==> config.mk <==
export PLATFORM = sky130hd
export DESIGN_NAME = datagram_chunk_reassembler
export DESIGN_NICKNAME = d
export VERILOG_FILES = /design/src/rtl/core/dcr_pkg.sv /design/src/rtl/core/datagram_chunk_reassembler.sv /design/src/rtl/core/dcr_ram.sv /design/src/rtl/core/dcr_fifo.sv /design/src/rtl/core/dcr_front.sv /design/src/rtl/core/dcr_back.sv
export SDC_FILE = /design/constraint.sdc
export NUM_CORES = 2
export LEC_CHECK = 0
export BUFFER_PORTS_ARGS = -buffer_cell sky130_fd_sc_hd__buf_2
export CAP_MARGIN = 20
export CELL_PAD_IN_SITES_DETAIL_PLACEMENT = 1
export CELL_PAD_IN_SITES_GLOBAL_PLACEMENT = 1
export CORE_ASPECT_RATIO = 1.1
export CORE_MARGIN = 8
export CORE_UTILIZATION = 33
export CTS_BUF_LIST = sky130_fd_sc_hd__clkbuf_8
export DETAILED_ROUTE_END_ITERATION = 10
export PLACE_DENSITY_LB_ADDON = 0.1
export SYNTH_ARGS = -nofsm -noshare
export SYNTH_HDL_FRONTEND = slang
export SYNTH_SLANG_ARGS = --single-unit
==> constraint.sdc <==
create_clock -name i_clk -period 9.15 [get_ports i_clk]
set_input_delay 1.83 -clock i_clk [delete_from_list [all_inputs] [get_ports i_clk]]
set_output_delay 1.83 -clock i_clk [all_outputs]
set_load 0.02 [all_outputs]
==> src/rtl/core/dcr_pkg.sv <==
package dcr_pkg;

    // Defaults for the top-level parameters
    localparam int CHUNK_BYTES_DEF = 1024;
    localparam int MAX_CHUNKS_DEF  = 64;

    // Datagram header layout (little-endian)
    localparam int HDR_LEN     = 16;
    localparam int HDR_MAGIC   = 0;
    localparam int HDR_FRAME   = 4;
    localparam int HDR_IDX     = 8;
    localparam int HDR_COUNT   = 10;
    localparam int HDR_SIZE    = 12;

    // A chunk size that passes the short check fits CHUNK_BYTES, at most 16383 in SIZE_W bits
    localparam int SIZE_W      = 14;
    localparam int LEN_W       = 17;
    localparam int EPOCH_W     = 8;

    localparam int OPQ_DEPTH   = 4;
    localparam int RESQ_DEPTH  = 4;

    typedef enum logic [2:0] {
        ST_OK           = 3'd0,
        ST_RUNT         = 3'd1,
        ST_BAD_MAGIC    = 3'd2,
        ST_SHORT        = 3'd3,
        ST_OUT_OF_RANGE = 3'd4,
        ST_DUPLICATE    = 3'd5,
        ST_TOO_MANY     = 3'd6
    } t_status;

    typedef enum logic {
        KIND_WRITE  = 1'b0,
        KIND_STATUS = 1'b1
    } t_kind;

    // Work handed from the front end to the back end, one per beat that
    // yields a payload write, a datagram end, or both
    typedef struct packed {
        logic              has_wr;
        logic [15:0]       wr_addr;
        logic [7:0]        wr_data;
        logic              has_st;
        t_status           pre_code;
        logic [15:0]       idx;
        logic [31:0]       frame;
        logic [15:0]       count;
        logic [SIZE_W-1:0] size;
    } t_op;

    typedef struct packed {
        t_kind            kind;
        logic [15:0]      addr;
        logic [7:0]       data;
        t_status          code;
        logic [15:0]      chunk;
        logic [31:0]      frame;
        logic             complete;
        logic [LEN_W-1:0] length;
        logic             last;
    } t_res;

endpackage

==> src/rtl/core/datagram_chunk_reassembler.sv <==
// Datagram chunk reassembler.
// Input channel: one received byte per beat (i_rx_byte, i_end_of_datagram),
// taken while push is high and full is low. Each datagram starts with a
// 16-byte little-endian header (magic, frame, chunk index, count, size).
// Result channel: a queue; the oldest result sits on the o_ ports while
// empty is low and leaves when pop is high. Payload bytes give a write
// result at index*CHUNK_BYTES+offset; the last byte of a datagram gives a
// status result after its write. last_of_run marks the final result of a beat.
// Config: i_cfg_we/i_cfg_wdata load the expected magic word; write it idle.
// Throughput: one beat per cycle while results are drained. A datagram end
// whose header passes the early checks takes an extra back-end state for
// the chunk-map read; a beat with both a write and a status pushes its
// write, then its status. The op queue between front and back soaks this up.
// Path: a write result passes through the op queue and the result queue;
// a checked status also waits on the registered map read in S_EVAL.
// Reset: the chunk map is swept, full held high. The map is tagged by
// frame epoch; after 255 frame clears a further sweep runs and the back
// end pauses meanwhile.
// A stalled receiver fills the result queue, then the op queue, then full.
module datagram_chunk_reassembler #(
    parameter int CHUNK_BYTES = dcr_pkg::CHUNK_BYTES_DEF,
    parameter int MAX_CHUNKS  = dcr_pkg::MAX_CHUNKS_DEF
) (
    input  logic        i_clk,
    input  logic        i_rst_n,
    input  logic        push,
    output logic        full,
    input  logic [7:0]  i_rx_byte,
    input  logic        i_end_of_datagram,
    output logic        empty,
    input  logic        pop,
    output logic        o_result_kind,
    output logic [15:0] o_write_address,
    output logic [7:0]  o_write_data,
    output logic [2:0]  o_status_code,
    output logic [15:0] o_chunk_number,
    output logic [31:0] o_frame_id,
    output logic        o_frame_complete,
    output logic [16:0] o_frame_length,
    output logic        o_last_of_run,
    input  logic        i_cfg_we,
    input  logic [31:0] i_cfg_wdata
);

    import dcr_pkg::*;

    logic [31:0] r_magic;
    logic        accept;
    logic        op_push;
    t_op         op_in;
    t_op         op_head;
    logic        opq_full;
    logic        opq_empty;
    logic        op_pop;
    logic        sweeping;
    logic        res_push;
    t_res        res_in;
    t_res        res_head;
    logic        resq_full;

    always_ff @(posedge i_clk) begin
        if (!i_rst_n) begin
            r_magic <= '0;
        end else if (i_cfg_we) begin
            r_magic <= i_cfg_wdata;
        end
    end

    // held full while the map is being swept
    assign full   = opq_full || sweeping;
    assign accept = push && !full;

    dcr_front #(
        .CHUNK_BYTES (CHUNK_BYTES),
        .MAX_CHUNKS  (MAX_CHUNKS)
    ) u_front (
        .i_clk      (i_clk),
        .i_rst_n    (i_rst_n),
        .i_accept   (accept),
        .i_rx_byte  (i_rx_byte),
        .i_eod      (i_end_of_datagram),
        .i_magic    (r_magic),
        .o_op_valid (op_push),
        .o_op       (op_in)
    );

    dcr_fifo #(
        .WIDTH ($bits(t_op)),
        .DEPTH (OPQ_DEPTH)
    ) u_opq (
        .i_clk   (i_clk),
        .i_rst_n (i_rst_n),
        .i_push  (op_push),
        .i_wdata (op_in),
        .o_full  (opq_full),
        .i_pop   (op_pop),
        .o_rdata (op_head),
        .o_empty (opq_empty)
    );

    dcr_back #(
        .MAX_CHUNKS (MAX_CHUNKS)
    ) u_back (
        .i_clk      (i_clk),
        .i_rst_n    (i_rst_n),
        .i_op_valid (!opq_empty),
        .i_op       (op_head),
        .o_op_pop   (op_pop),
        .i_res_full (resq_full),
        .o_res_push (res_push),
        .o_res      (res_in),
        .o_sweeping (sweeping)
    );

    dcr_fifo #(
        .WIDTH ($bits(t_res)),
        .DEPTH (RESQ_DEPTH)
    ) u_resq (
        .i_clk   (i_clk),
        .i_rst_n (i_rst_n),
        .i_push  (res_push),
        .i_wdata (res_in),
        .o_full  (resq_full),
        .i_pop   (pop),
        .o_rdata (res_head),
        .o_empty (empty)
    );

    assign o_result_kind    = res_head.kind;
    assign o_write_address  = res_head.addr;
    assign o_write_data     = res_head.data;
    assign o_status_code    = res_head.code;
    assign o_chunk_number   = res_head.chunk;
    assign o_frame_id       = res_head.frame;
    assign o_frame_complete = res_head.complete;
    assign o_frame_length   = res_head.length;
    assign o_last_of_run    = res_head.last;

endmodule

==> src/rtl/core/dcr_ram.sv <==
module dcr_ram #(
    parameter int WIDTH = 8,
    parameter int DEPTH = 64,
    parameter int AW    = (DEPTH > 1) ? $clog2(DEPTH) : 1
) (
    input  logic             i_clk,
    input  logic             i_we,
    input  logic [AW-1:0]    i_waddr,
    input  logic [WIDTH-1:0] i_wdata,
    input  logic [AW-1:0]    i_raddr,
    output logic [WIDTH-1:0] o_rdata
);

    logic [WIDTH-1:0] r_mem [DEPTH];
    logic [WIDTH-1:0] r_rdata;

    always_ff @(posedge i_clk) begin
        if (i_we) begin
            r_mem[i_waddr] <= i_wdata;
        end
        r_rdata <= r_mem[i_raddr];
    end

    assign o_rdata = r_rdata;

endmodule

==> src/rtl/core/dcr_fifo.sv <==
module dcr_fifo #(
    parameter int WIDTH = 8,
    parameter int DEPTH = 4
) (
    input  logic             i_clk,
    input  logic             i_rst_n,
    input  logic             i_push,
    input  logic [WIDTH-1:0] i_wdata,
    output logic             o_full,
    input  logic             i_pop,
    output logic [WIDTH-1:0] o_rdata,
    output logic             o_empty
);

    localparam int PTR_W = (DEPTH > 1) ? $clog2(DEPTH) : 1;
    localparam int CNT_W = $clog2(DEPTH + 1);

    logic [WIDTH-1:0] r_mem [DEPTH];
    logic [PTR_W-1:0] r_wr, n_wr;
    logic [PTR_W-1:0] r_rd, n_rd;
    logic [CNT_W-1:0] r_cnt, n_cnt;
    logic             do_push;
    logic             do_pop;

    assign o_full  = (r_cnt == CNT_W'(DEPTH));
    assign o_empty = (r_cnt == '0);
    assign do_push = i_push && !o_full;
    assign do_pop  = i_pop && !o_empty;
    assign o_rdata = r_mem[r_rd];

    always_comb begin
        n_wr  = r_wr;
        n_rd  = r_rd;
        n_cnt = r_cnt;
        if (do_push) begin
            n_wr = (r_wr == PTR_W'(DEPTH - 1)) ? '0 : r_wr + 1'b1;
        end
        if (do_pop) begin
            n_rd = (r_rd == PTR_W'(DEPTH - 1)) ? '0 : r_rd + 1'b1;
        end
        if (do_push && !do_pop) begin
            n_cnt = r_cnt + 1'b1;
        end else if (do_pop && !do_push) begin
            n_cnt = r_cnt - 1'b1;
        end
    end

    always_ff @(posedge i_clk) begin
        if (do_push) begin
            r_mem[r_wr] <= i_wdata;
        end
        if (!i_rst_n) begin
            r_wr  <= '0;
            r_rd  <= '0;
            r_cnt <= '0;
        end else begin
            r_wr  <= n_wr;
            r_rd  <= n_rd;
            r_cnt <= n_cnt;
        end
    end

endmodule

==> src/rtl/core/dcr_front.sv <==
module dcr_front #(
    parameter int CHUNK_BYTES = dcr_pkg::CHUNK_BYTES_DEF,
    parameter int MAX_CHUNKS  = dcr_pkg::MAX_CHUNKS_DEF
) (
    input  logic         i_clk,
    input  logic         i_rst_n,
    input  logic         i_accept,
    input  logic [7:0]   i_rx_byte,
    input  logic         i_eod,
    input  logic [31:0]  i_magic,
    output logic         o_op_valid,
    output dcr_pkg::t_op o_op
);

    import dcr_pkg::*;

    localparam int POS_W   = $clog2(CHUNK_BYTES + HDR_LEN + 1);
    localparam int POS_MAX = CHUNK_BYTES + HDR_LEN;

    logic [POS_W-1:0] r_pos, n_pos;
    logic [7:0]       r_hdr [HDR_LEN];
    logic [7:0]       n_hdr [HDR_LEN];
    logic [15:0]      r_base;

    logic [POS_W-1:0] pos_inc;
    logic [POS_W-1:0] pay_len;
    logic             has_wr;
    logic [31:0]      magic;
    logic [31:0]      frame;
    logic [15:0]      idx;
    logic [15:0]      count;
    logic [31:0]      size;
    logic             runt;

    always_comb begin
        n_hdr = r_hdr;
        if (r_pos < POS_W'(HDR_LEN)) begin
            n_hdr[r_pos[3:0]] = i_rx_byte;
        end
        has_wr  = (r_pos >= POS_W'(HDR_LEN)) && (r_pos < POS_W'(POS_MAX));
        pos_inc = (r_pos < POS_W'(POS_MAX)) ? r_pos + 1'b1 : r_pos;
        pay_len = pos_inc - POS_W'(HDR_LEN);
        n_pos   = i_eod ? '0 : pos_inc;

        magic = {n_hdr[HDR_MAGIC+3], n_hdr[HDR_MAGIC+2], n_hdr[HDR_MAGIC+1], n_hdr[HDR_MAGIC]};
        frame = {n_hdr[HDR_FRAME+3], n_hdr[HDR_FRAME+2], n_hdr[HDR_FRAME+1], n_hdr[HDR_FRAME]};
        idx   = {n_hdr[HDR_IDX+1], n_hdr[HDR_IDX]};
        count = {n_hdr[HDR_COUNT+1], n_hdr[HDR_COUNT]};
        size  = {n_hdr[HDR_SIZE+3], n_hdr[HDR_SIZE+2], n_hdr[HDR_SIZE+1], n_hdr[HDR_SIZE]};
        runt  = pos_inc < POS_W'(HDR_LEN);

        o_op          = '0;
        o_op.has_wr   = has_wr;
        o_op.wr_addr  = r_base + 16'(r_pos - POS_W'(HDR_LEN));
        o_op.wr_data  = i_rx_byte;
        o_op.has_st   = i_eod;
        o_op.idx      = runt ? '0 : idx;
        o_op.frame    = runt ? '0 : frame;
        o_op.count    = count;
        o_op.size     = size[SIZE_W-1:0];
        if (runt) begin
            o_op.pre_code = ST_RUNT;
        end else if (magic != i_magic) begin
            o_op.pre_code = ST_BAD_MAGIC;
        end else if (size > 32'(pay_len)) begin
            o_op.pre_code = ST_SHORT;
        end else if (count > 16'(MAX_CHUNKS)) begin
            o_op.pre_code = ST_TOO_MANY;
        end else begin
            o_op.pre_code = ST_OK;
        end
    end

    assign o_op_valid = i_accept && (has_wr || i_eod);

    // chunk base address, formed once the index bytes are in
    always_ff @(posedge i_clk) begin
        if (i_accept && (r_pos == POS_W'(HDR_IDX + 2))) begin
            r_base <= 16'(32'({r_hdr[HDR_IDX+1], r_hdr[HDR_IDX]}) * 32'(CHUNK_BYTES));
        end
    end

    always_ff @(posedge i_clk) begin
        if (!i_rst_n) begin
            r_pos <= '0;
            for (int i = 0; i < HDR_LEN; i++) begin
                r_hdr[i] <= '0;
            end
        end else if (i_accept) begin
            r_pos <= n_pos;
            r_hdr <= n_hdr;
        end
    end

endmodule

==> src/rtl/core/dcr_back.sv <==
module dcr_back #(
    parameter int MAX_CHUNKS = dcr_pkg::MAX_CHUNKS_DEF
) (
    input  logic          i_clk,
    input  logic          i_rst_n,
    input  logic          i_op_valid,
    input  dcr_pkg::t_op  i_op,
    output logic          o_op_pop,
    input  logic          i_res_full,
    output logic          o_res_push,
    output dcr_pkg::t_res o_res,
    output logic          o_sweeping
);

    import dcr_pkg::*;

    localparam int IDX_W = (MAX_CHUNKS > 1) ? $clog2(MAX_CHUNKS) : 1;
    localparam int CNT_W = $clog2(MAX_CHUNKS + 1);

    typedef enum logic [2:0] {
        S_RUN   = 3'b001,
        S_EVAL  = 3'b010,
        S_SWEEP = 3'b100
    } t_bstate;

    t_bstate            r_state, n_state;
    logic               r_wr_done, n_wr_done;
    logic [31:0]        r_cur_frame, n_cur_frame;
    logic [CNT_W-1:0]   r_exp, n_exp;
    logic [CNT_W-1:0]   r_rcount, n_rcount;
    logic [LEN_W-1:0]   r_total, n_total;
    logic [EPOCH_W-1:0] r_epoch, n_epoch;
    logic [IDX_W-1:0]   r_sw, n_sw;
    logic               r_mark_v, n_mark_v;
    logic [IDX_W-1:0]   r_mark_idx, n_mark_idx;

    logic               ram_we;
    logic [IDX_W-1:0]   ram_waddr;
    logic [EPOCH_W-1:0] ram_wdata;
    logic [EPOCH_W-1:0] ram_rdata;

    logic               new_frame;
    logic [CNT_W-1:0]   exp_eff;
    logic [CNT_W-1:0]   rc_base;
    logic [CNT_W-1:0]   rc_inc;
    logic [LEN_W-1:0]   tot_base;
    logic [LEN_W:0]     tot_sum;
    logic [LEN_W-1:0]   tot_sat;
    logic               seen;
    logic               oor;
    logic               take;
    logic               complete;
    logic               bump;
    logic               wrap;
    logic               mark;
    logic [EPOCH_W-1:0] epoch_eval;

    dcr_ram #(
        .WIDTH (EPOCH_W),
        .DEPTH (MAX_CHUNKS),
        .AW    (IDX_W)
    ) u_map (
        .i_clk   (i_clk),
        .i_we    (ram_we),
        .i_waddr (ram_waddr),
        .i_wdata (ram_wdata),
        .i_raddr (i_op.idx[IDX_W-1:0]),
        .o_rdata (ram_rdata)
    );

    // chunk check against the epoch-tagged map
    always_comb begin
        new_frame = i_op.frame != r_cur_frame;
        exp_eff   = new_frame ? CNT_W'(i_op.count) : r_exp;
        rc_base   = new_frame ? '0 : r_rcount;
        tot_base  = new_frame ? '0 : r_total;
        seen      = !new_frame && (ram_rdata == r_epoch);
        oor       = i_op.idx >= 16'(exp_eff);
        take      = !oor && !seen;
        rc_inc    = rc_base + 1'b1;
        tot_sum   = {1'b0, tot_base} + (LEN_W + 1)'(i_op.size);
        tot_sat   = tot_sum[LEN_W] ? '1 : tot_sum[LEN_W-1:0];
        complete  = take && (rc_inc >= exp_eff);
        bump      = new_frame || complete;
        wrap      = bump && (r_epoch == '1);
        mark      = take && !complete;
        if (!bump) begin
            epoch_eval = r_epoch;
        end else if (wrap) begin
            epoch_eval = EPOCH_W'(1);
        end else begin
            epoch_eval = r_epoch + 1'b1;
        end
    end

    always_comb begin
        n_state     = r_state;
        n_wr_done   = r_wr_done;
        n_cur_frame = r_cur_frame;
        n_exp       = r_exp;
        n_rcount    = r_rcount;
        n_total     = r_total;
        n_epoch     = r_epoch;
        n_sw        = r_sw;
        n_mark_v    = r_mark_v;
        n_mark_idx  = r_mark_idx;
        o_op_pop    = 1'b0;
        o_res_push  = 1'b0;
        o_res       = '0;
        ram_we      = 1'b0;
        ram_waddr   = i_op.idx[IDX_W-1:0];
        ram_wdata   = epoch_eval;

        case (r_state)
            S_RUN: begin
                if (i_op_valid) begin
                    if (i_op.has_wr && !r_wr_done) begin
                        o_res.kind = KIND_WRITE;
                        o_res.addr = i_op.wr_addr;
                        o_res.data = i_op.wr_data;
                        o_res.last = !i_op.has_st;
                        if (!i_res_full) begin
                            o_res_push = 1'b1;
                            if (i_op.has_st) begin
                                n_wr_done = 1'b1;
                            end else begin
                                o_op_pop = 1'b1;
                            end
                        end
                    end else if (i_op.pre_code != ST_OK) begin
                        o_res.kind  = KIND_STATUS;
                        o_res.code  = i_op.pre_code;
                        o_res.chunk = i_op.idx;
                        o_res.frame = i_op.frame;
                        o_res.last  = 1'b1;
                        if (!i_res_full) begin
                            o_res_push = 1'b1;
                            o_op_pop   = 1'b1;
                            n_wr_done  = 1'b0;
                        end
                    end else begin
                        // map read issued this edge
                        n_state = S_EVAL;
                    end
                end
            end
            S_EVAL: begin
                o_res.kind     = KIND_STATUS;
                o_res.chunk    = i_op.idx;
                o_res.frame    = i_op.frame;
                o_res.complete = complete;
                o_res.length   = complete ? tot_sat : '0;
                o_res.last     = 1'b1;
                if (oor) begin
                    o_res.code = ST_OUT_OF_RANGE;
                end else if (seen) begin
                    o_res.code = ST_DUPLICATE;
                end else begin
                    o_res.code = ST_OK;
                end
                if (!i_res_full) begin
                    o_res_push  = 1'b1;
                    o_op_pop    = 1'b1;
                    n_wr_done   = 1'b0;
                    n_cur_frame = i_op.frame;
                    n_epoch     = epoch_eval;
                    if (complete) begin
                        n_exp    = '0;
                        n_rcount = '0;
                        n_total  = '0;
                    end else begin
                        n_exp    = exp_eff;
                        n_rcount = take ? rc_inc : rc_base;
                        n_total  = take ? tot_sat : tot_base;
                    end
                    if (wrap) begin
                        n_state    = S_SWEEP;
                        n_sw       = '0;
                        n_mark_v   = mark;
                        n_mark_idx = i_op.idx[IDX_W-1:0];
                    end else begin
                        n_state = S_RUN;
                        ram_we  = mark;
                    end
                end
            end
            S_SWEEP: begin
                ram_we    = 1'b1;
                ram_waddr = r_sw;
                ram_wdata = (r_mark_v && (r_sw == r_mark_idx)) ? EPOCH_W'(1) : '0;
                n_sw      = r_sw + 1'b1;
                if (r_sw == IDX_W'(MAX_CHUNKS - 1)) begin
                    n_sw     = '0;
                    n_mark_v = 1'b0;
                    n_state  = S_RUN;
                end
            end
            default: begin
                n_state = S_RUN;
            end
        endcase
    end

    assign o_sweeping = (r_state == S_SWEEP);

    always_ff @(posedge i_clk) begin
        r_mark_idx <= n_mark_idx;
        if (!i_rst_n) begin
            r_state     <= S_SWEEP;
            r_wr_done   <= 1'b0;
            r_cur_frame <= '0;
            r_exp       <= '0;
            r_rcount    <= '0;
            r_total     <= '0;
            r_epoch     <= EPOCH_W'(1);
            r_sw        <= '0;
            r_mark_v    <= 1'b0;
        end else begin
            r_state     <= n_state;
            r_wr_done   <= n_wr_done;
            r_cur_frame <= n_cur_frame;
            r_exp       <= n_exp;
            r_rcount    <= n_rcount;
            r_total     <= n_total;
            r_epoch     <= n_epoch;
            r_sw        <= n_sw;
            r_mark_v    <= n_mark_v;
        end
    end

    a_no_push_when_full: assert property (@(posedge i_clk) disable iff (!i_rst_n)
        !(o_res_push && i_res_full))
        else $error("result pushed into a full queue");

    a_eval_has_op: assert property (@(posedge i_clk) disable iff (!i_rst_n)
        (r_state == S_EVAL) |-> i_op_valid)
        else $error("chunk check without a pending op");

    a_epoch_nonzero: assert property (@(posedge i_clk) disable iff (!i_rst_n)
        r_epoch != '0)
        else $error("epoch tag zero would alias cleared entries");

    a_count_below_expected: assert property (@(posedge i_clk) disable iff (!i_rst_n)
        (r_rcount < r_exp) || (r_rcount == '0))
        else $error("received count reached expected without completion");

    a_sweep_then_run: assert property (@(posedge i_clk) disable iff (!i_rst_n)
        (r_state == S_SWEEP && r_sw == IDX_W'(MAX_CHUNKS - 1)) |=> (r_state == S_RUN))
        else $error("sweep did not finish");

endmodule

# Word-level counts from Yosys, hierarchy flattened
# Memory sizes are Yosys's and may differ from the RTL's. A register that Yosys moved wholly into a read port is not among the register bits.
# Cells that the tools add are included.
# word_totals
register_bits	279
ramBits	1320
in_bits	46
wordCells	237
mem_count	3
# classes
add_sub_neg	16
magnitude_cmp	10
eq_ne	25
muxes	95
bitwise	2
reduce_logical	51
# memory_table
memory	depth	width	read_ports	rd_ports_with_merged_regs	wr	line_no	source
u_back.u_map.r_mem	64	8	1	1	1	dcr_ram.sv:14	logic [WIDTH-1:0] r_mem [DEPTH];
u_opq.r_mem	4	107	1	1	1	dcr_fifo.sv:18	logic [WIDTH-1:0] r_mem [DEPTH];
u_resq.r_mem	4	95	1	1	1	dcr_fifo.sv:18	
# ops
op	n
128-bit bitwise mux	1
128-bit two-way mux	1
51-bit two-way mux	2
51-bit one-hot mux with 2 select lines	1
17-bit two-way mux	5
76-bit two-way mux	1
32-bit inequality test	2
24-bit two-way mux	2
3-bit two-way mux	16
7-bit two-way mux	5
8-bit demux with 4-bit select	1
32-bit by 11-bit > comparator with 1-bit output	1
32-bit two-way mux	1
8-bit two-way mux	4
1-bit two-way mux	30
6-bit two-way mux	4
11-bit by 5-bit < comparator with 1-bit output, second input constant	2
11-bit two-way mux	2
1-bit logical AND	20
17-bit by 14-bit adder with 18-bit output	1
18-bit two-way mux	1
16-bit adder	1
16-bit by 7-bit greater-or-equal comparator with 1-bit output	1
16-bit by 7-bit > comparator with 1-bit output, second input constant	1
other kinds (44)	93

# Depth between registers and ports, before layout
# depth
depth_word	13
mapped_depth	21
mapped_depth_nobuf	18

# Modules after synthesis
# From an unflattened synthesis, not the netlist that was laid out.
# unflattened
cells_unflattened	4184
hier_area_um2	67223.2
# by_module_without_submodules
mod	instances	cells_each	area_per_inst_um2	seq_area_each_um2
dcr_ram	1	940	20166.8	15534.9
dcr_fifo at u_opq	1	610	15894.0	13032.5
dcr_fifo at u_resq	1	548	14226.1	11591.1
dcr_front	1	1174	9395.3	2962.8
dcr_back	1	805	6279.8	1821.7
datagram_chunk_reassembler	1	107	1261.2	640.6

# Worst setup path after synthesis
# OpenSTA, ideal clock, no wires.
# synth_path
kind	reg2reg
start	register with a tool-made name
end	memory u_back.u_map.r_mem[0][5] (data pin)
setup_time_ns	0.767
arrival_ns	7.547
required_ns	8.383
slack_ns	0.836
path_stages_with_launch	22
n_path_buf	4
cell_sequence	dfxtp_1 clkbuf_1 clkbuf_1 mux4_2 xnor2_1 nand4_1 nor4_2 clkbuf_1 and3_1 ha_1 nand3_1 xor2_1 nor2_1 ha_1 nand4_1 a311o_1 a31o_1 a211o_4 nand2_1 buf_4 a21oi_1 a311oi_1
# synth_rtl
item	line_no
end: declaration	dcr_ram.sv:14

==> insert_results.sql <==
INSERT INTO impl_metrics (metric_group, metric, value, unit) VALUES
('power', 'leakage', '23.89', 'nW'),
('worst_setup_path', 'worstPathArrival', '7.73', 'ns'),
('timing', 'slew-limit-headroom', '24.50', '%'),
('route', 'detail_route.drc_violations', '0', ''),
('grt', 'globalRoute.totalOverflow', '0', ''),
('yosys', 'most_common_cell_in_the_synthesized_netlist', 'edfxtp_1', ''),
('floorplanning', 'standard_cell_row_count', '169', ''),
('floorplanning', 'initial_core_utilization', '33.18', '%'),
('yosys', 'synthesis.area', '0.06399', 'mm²'),
('worst_setup_path', 'timing.critical_path.required', '9.79', 'ns'),
('clocking', 'postCtsHoldBufs', '0', ''),
('timing', 'drv_slew', '0', ''),
('placement', 'placed_cell_area', '0.06778', 'mm²'),
('clocking', 'path_clk_slew', '0.06', 'ns'),
('route', 'via_count', '34570', ''),
('timing', 'final.min_clock_period', '7.086', 'ns'),
('timing', 'final-setup-viol-count', '0', ''),
('route', 'detail_route.first_pass.iterations', '4', ''),
('clocking', 'post_cts_resized', '0', ''),
('clocking', 'tritoncts.num_buffers', '292', ''),
('floorplanning', 'die-height', '477.8', 'µm'),
('placement', 'place.detailed.hpwl', '107.1', 'mm'),
('timing', 'unrepaired_setup_endpoints_after_global_routing', 'no', ''),
('placement', 'count_of_buffers_inserted_at_the_top_level_ports', '142', ''),
('power', 'p_per_area', '235.0', 'mW/mm²'),
('min_path', 'worstHoldPathType', 'flip-flop to flip-flop', ''),
('outcome', 'run_status', 'complete, no violations', ''),
('yosys', 'top_cells_by_area_synth', 'edfxtp_1, mux4_2, dfxtp_1', ''),
('clocking', 'numClockSinks', '1575', ''),
('yosys', 'synth_ff_type', 'edfxtp_1', ''),
('finish', 'area_delta_synth_final', '14.29', '%'),
('clocking', 'cts_tree', 'built', ''),
('finish', 'finalNetCount', '4308', ''),
('clocking', 'cts_root_buf', 'clkbuf_8', ''),
('timing', 'min_period_over_period', '77.44', '%'),
('yosys', 'post_synth.cell_area_avg', '16.36', 'µm²'),
('power', 'max-vdd-ir-drop', '165.3', 'µV'),
('yosys', 'synth_cells', '3912', ''),
('timing', 'timing_worst_slew_pin_value', '1.121', 'ns'),
('floorplanning', 'design.portCount', '143', ''),
('power', 'fin_total_pwr', '0.01718', 'W'),
('power', 'p_sw', '0.004688', 'W'),
('floorplanning', 'die_area', '0.2083', 'mm²'),
('yosys', 'seq_area_frac_synth', '69.55', '%'),
('route', 'antenna_violating_nets_post_route', '0', ''),
('grt', 'pin_count_of_the_biggest_net_entering_global_routing', '134', ''),
('route', 'detail_route.vias_per_cell', '4.961', ''),
('worst_setup_path', 'type_of_the_setup_path_with_the_least_slack', 'flip-flop to flip-flop', ''),
('yosys', 'synth_cell_type_count', '76', ''),
('grt', 'grt_first_pass_wirelength', '258.0', 'mm'),
('route', 'drt_first_iter_violations', '1729', ''),
('grt', 'grt_antenna_before_repair', '8', ''),
('yosys', 'synth_enable_flop_cells', '1296', ''),
('power', 'combPwrFrac', '15.0', '%'),
('worst_setup_path', 'start_kind', 'flip-flop', ''),
('yosys', 'synth-async-reset-ratio', '0', '%'),
('grt', 'globalRouteTotalUtil', '16.32', '%'),
('finish', 'postLayoutCellArea', '0.07313', 'mm²'),
('worst_setup_path', 'end_kind', 'flip-flop', ''),
('power', 'switching_share', '27.28', '%'),
('power', 'cellInternalPower', '0.01250', 'W'),
('route', 'route.detailed.wl_per_inst', '24.82', 'µm'),
('yosys', 'ys_seq_elements', '1575', ''),
('placement', 'gp_congestion', '0.7381', ''),
('yosys', 'post_synthesis_cell_type_with_the_largest_combined_area', 'edfxtp_1', ''),
('job', 'cap_viol_max_count', '0', ''),
('yosys', 'synthesis.yosys.warnings', '0', ''),
('yosys', 'post-synth-top-area-fraction', '60.82', '%'),
('floorplanning', 'die_w', '435.8', 'µm'),
('power', 'power_frac_seq', '48.2', '%'),
('timing', 'worst_clock_skew', '0.1015', 'ns');
-- cell families (layout without fill, tap and decap cells) --
group | after synthesis | in the layout | synth area share (%)
buffers and inverters | 267 | 755 | 1.654
AO/OA/AOI/OAI | 332 | 332 | 3.215
AND/OR/NAND/NOR | 996 | 996 | 7.008
multiplexers | 545 | 545 | 15.43
other | 0 | 3 | 0
flip-flops | 1575 | 1575 | 69.55
adder cells (fa/ha/maj) | 68 | 68 | 1.377
XOR/XNOR | 129 | 129 | 1.766
-- layout by cell type, fill, tap and decap left out, types with 21 or more instances in the layout --
| master | n |
|---|---|
| nor2_1 | 351 |
| dfxtp_1 | 275 |
| nand2_1 | 323 |
| clkbuf_8 | 317 |
| o21ai_0 | 41 |
| and2_1 | 27 |
| nor3_1 | 41 |
| a21oi_1 | 166 |
| xnor2_1 | 88 |
| and3_1 | 54 |
| buf_4 | 69 |
| edfxtp_1 | 1296 |
| nand3_1 | 41 |
| buf_2 | 142 |
| nor2b_1 | 32 |
| inv_1 | 129 |
| clkinv_2 | 22 |
| mux2i_1 | 173 |
| xor2_1 | 41 |
| clkinv_1 | 54 |
| nor4_1 | 24 |
| mux2_2 | 21 |
| mux4_2 | 350 |
| nand4_1 | 28 |
| ha_1 | 64 |
-- sequential cells by signal, indices dropped and copies added (netlist names), 7 cells and up, named ones only --
signal and cells:
u_opq.r_mem 392, u_back.r_cur_frame 32, u_back.r_exp 7, u_back.u_map.r_mem 512, u_resq.r_mem 380, u_back.r_rcount 7, u_back.r_epoch 8, u_back.r_total 17
u_front.r_pos 11, u_front.r_hdr 128, r_magic 32, u_back.u_map.o_rdata 8
-- critical path, stage by stage, from the launching register on --
cell      delay, ns
dfxtp_4        0.87
mux4_2         0.64
xnor2_1        0.26
nand4_1        0.24
nor4_4         0.30
buf_4          0.29
and3_1         0.24
ha_1           0.33
nand3_1        0.14
xor2_1         0.15
nor2_1         0.07
ha_1           0.32
nand4_1        0.11
a311o_1        0.32
a31o_1         0.24
a211o_4        0.47
nand2_1        0.48
a21oi_1        0.19
a311oi_4       0.29
buf_4          0.66
-- path summary, 6_finish.rpt --
| check | from | endpoint | slack (ns) | depth (start not counted) |
|---|---|---|---|---|
| worst min-delay path | u_front.r_hdr[59] | u_front.r_base[13] | 0.45 | 0 |
| worst max register to register | flip-flop | u_back.u_map.r_mem[32][5] | 2.06 | 19 |
| worst max-delay path | flip-flop | u_back.u_map.r_mem[32][5] | 2.06 | 19 |
| worst min register to register | u_front.r_hdr[59] | u_front.r_base[13] | 0.45 | 0 |
-- final cells by class --
cell class / count / area, µm²
tap: 2565 / 3209
inverter: 42 / 172.7
sequential: 1575 / 44520
fill: 19420 / 119700
clock inverter: 183 / 985.9
multi-input combinational: 2070 / 18610
timing repair buffer: 213 / 1269
antenna: 3 / 7.507
clock buffer: 317 / 4363
-- power groups by stage --
stage	clock network (W)	registers (W)	logic, W
global route	0.00687	0.00832	0.00280
floorplan	0	0.00836	0.00175
CTS	0.00658	0.00830	0.00268
finish	0.00632	0.00829	0.00258
global placement	0	0.00844	0.00265
detailed placement	0	0.00844	0.00267
-- routing by layer --
layer,share of wire (%),global-route usage [%],wire [µm]
met5,0.0075,0,13
met2,49,27.34,84180
met1,45,21.60,77850
met4,2.8,5.122,4779
met3,3.5,2.953,6133
-- per-stage QoR --
step                      util (%)  std cells  setup slack, ns
after floorplan                  -       3912           0.8362
after global placement       35.14       6464            2.055
after detailed placement     35.15       6465            2.014
after CTS                    37.92       6965            1.958
after global routing         37.92       6966            1.568
final                        37.92       6968            2.064
(Power assumes the default switching activity.)
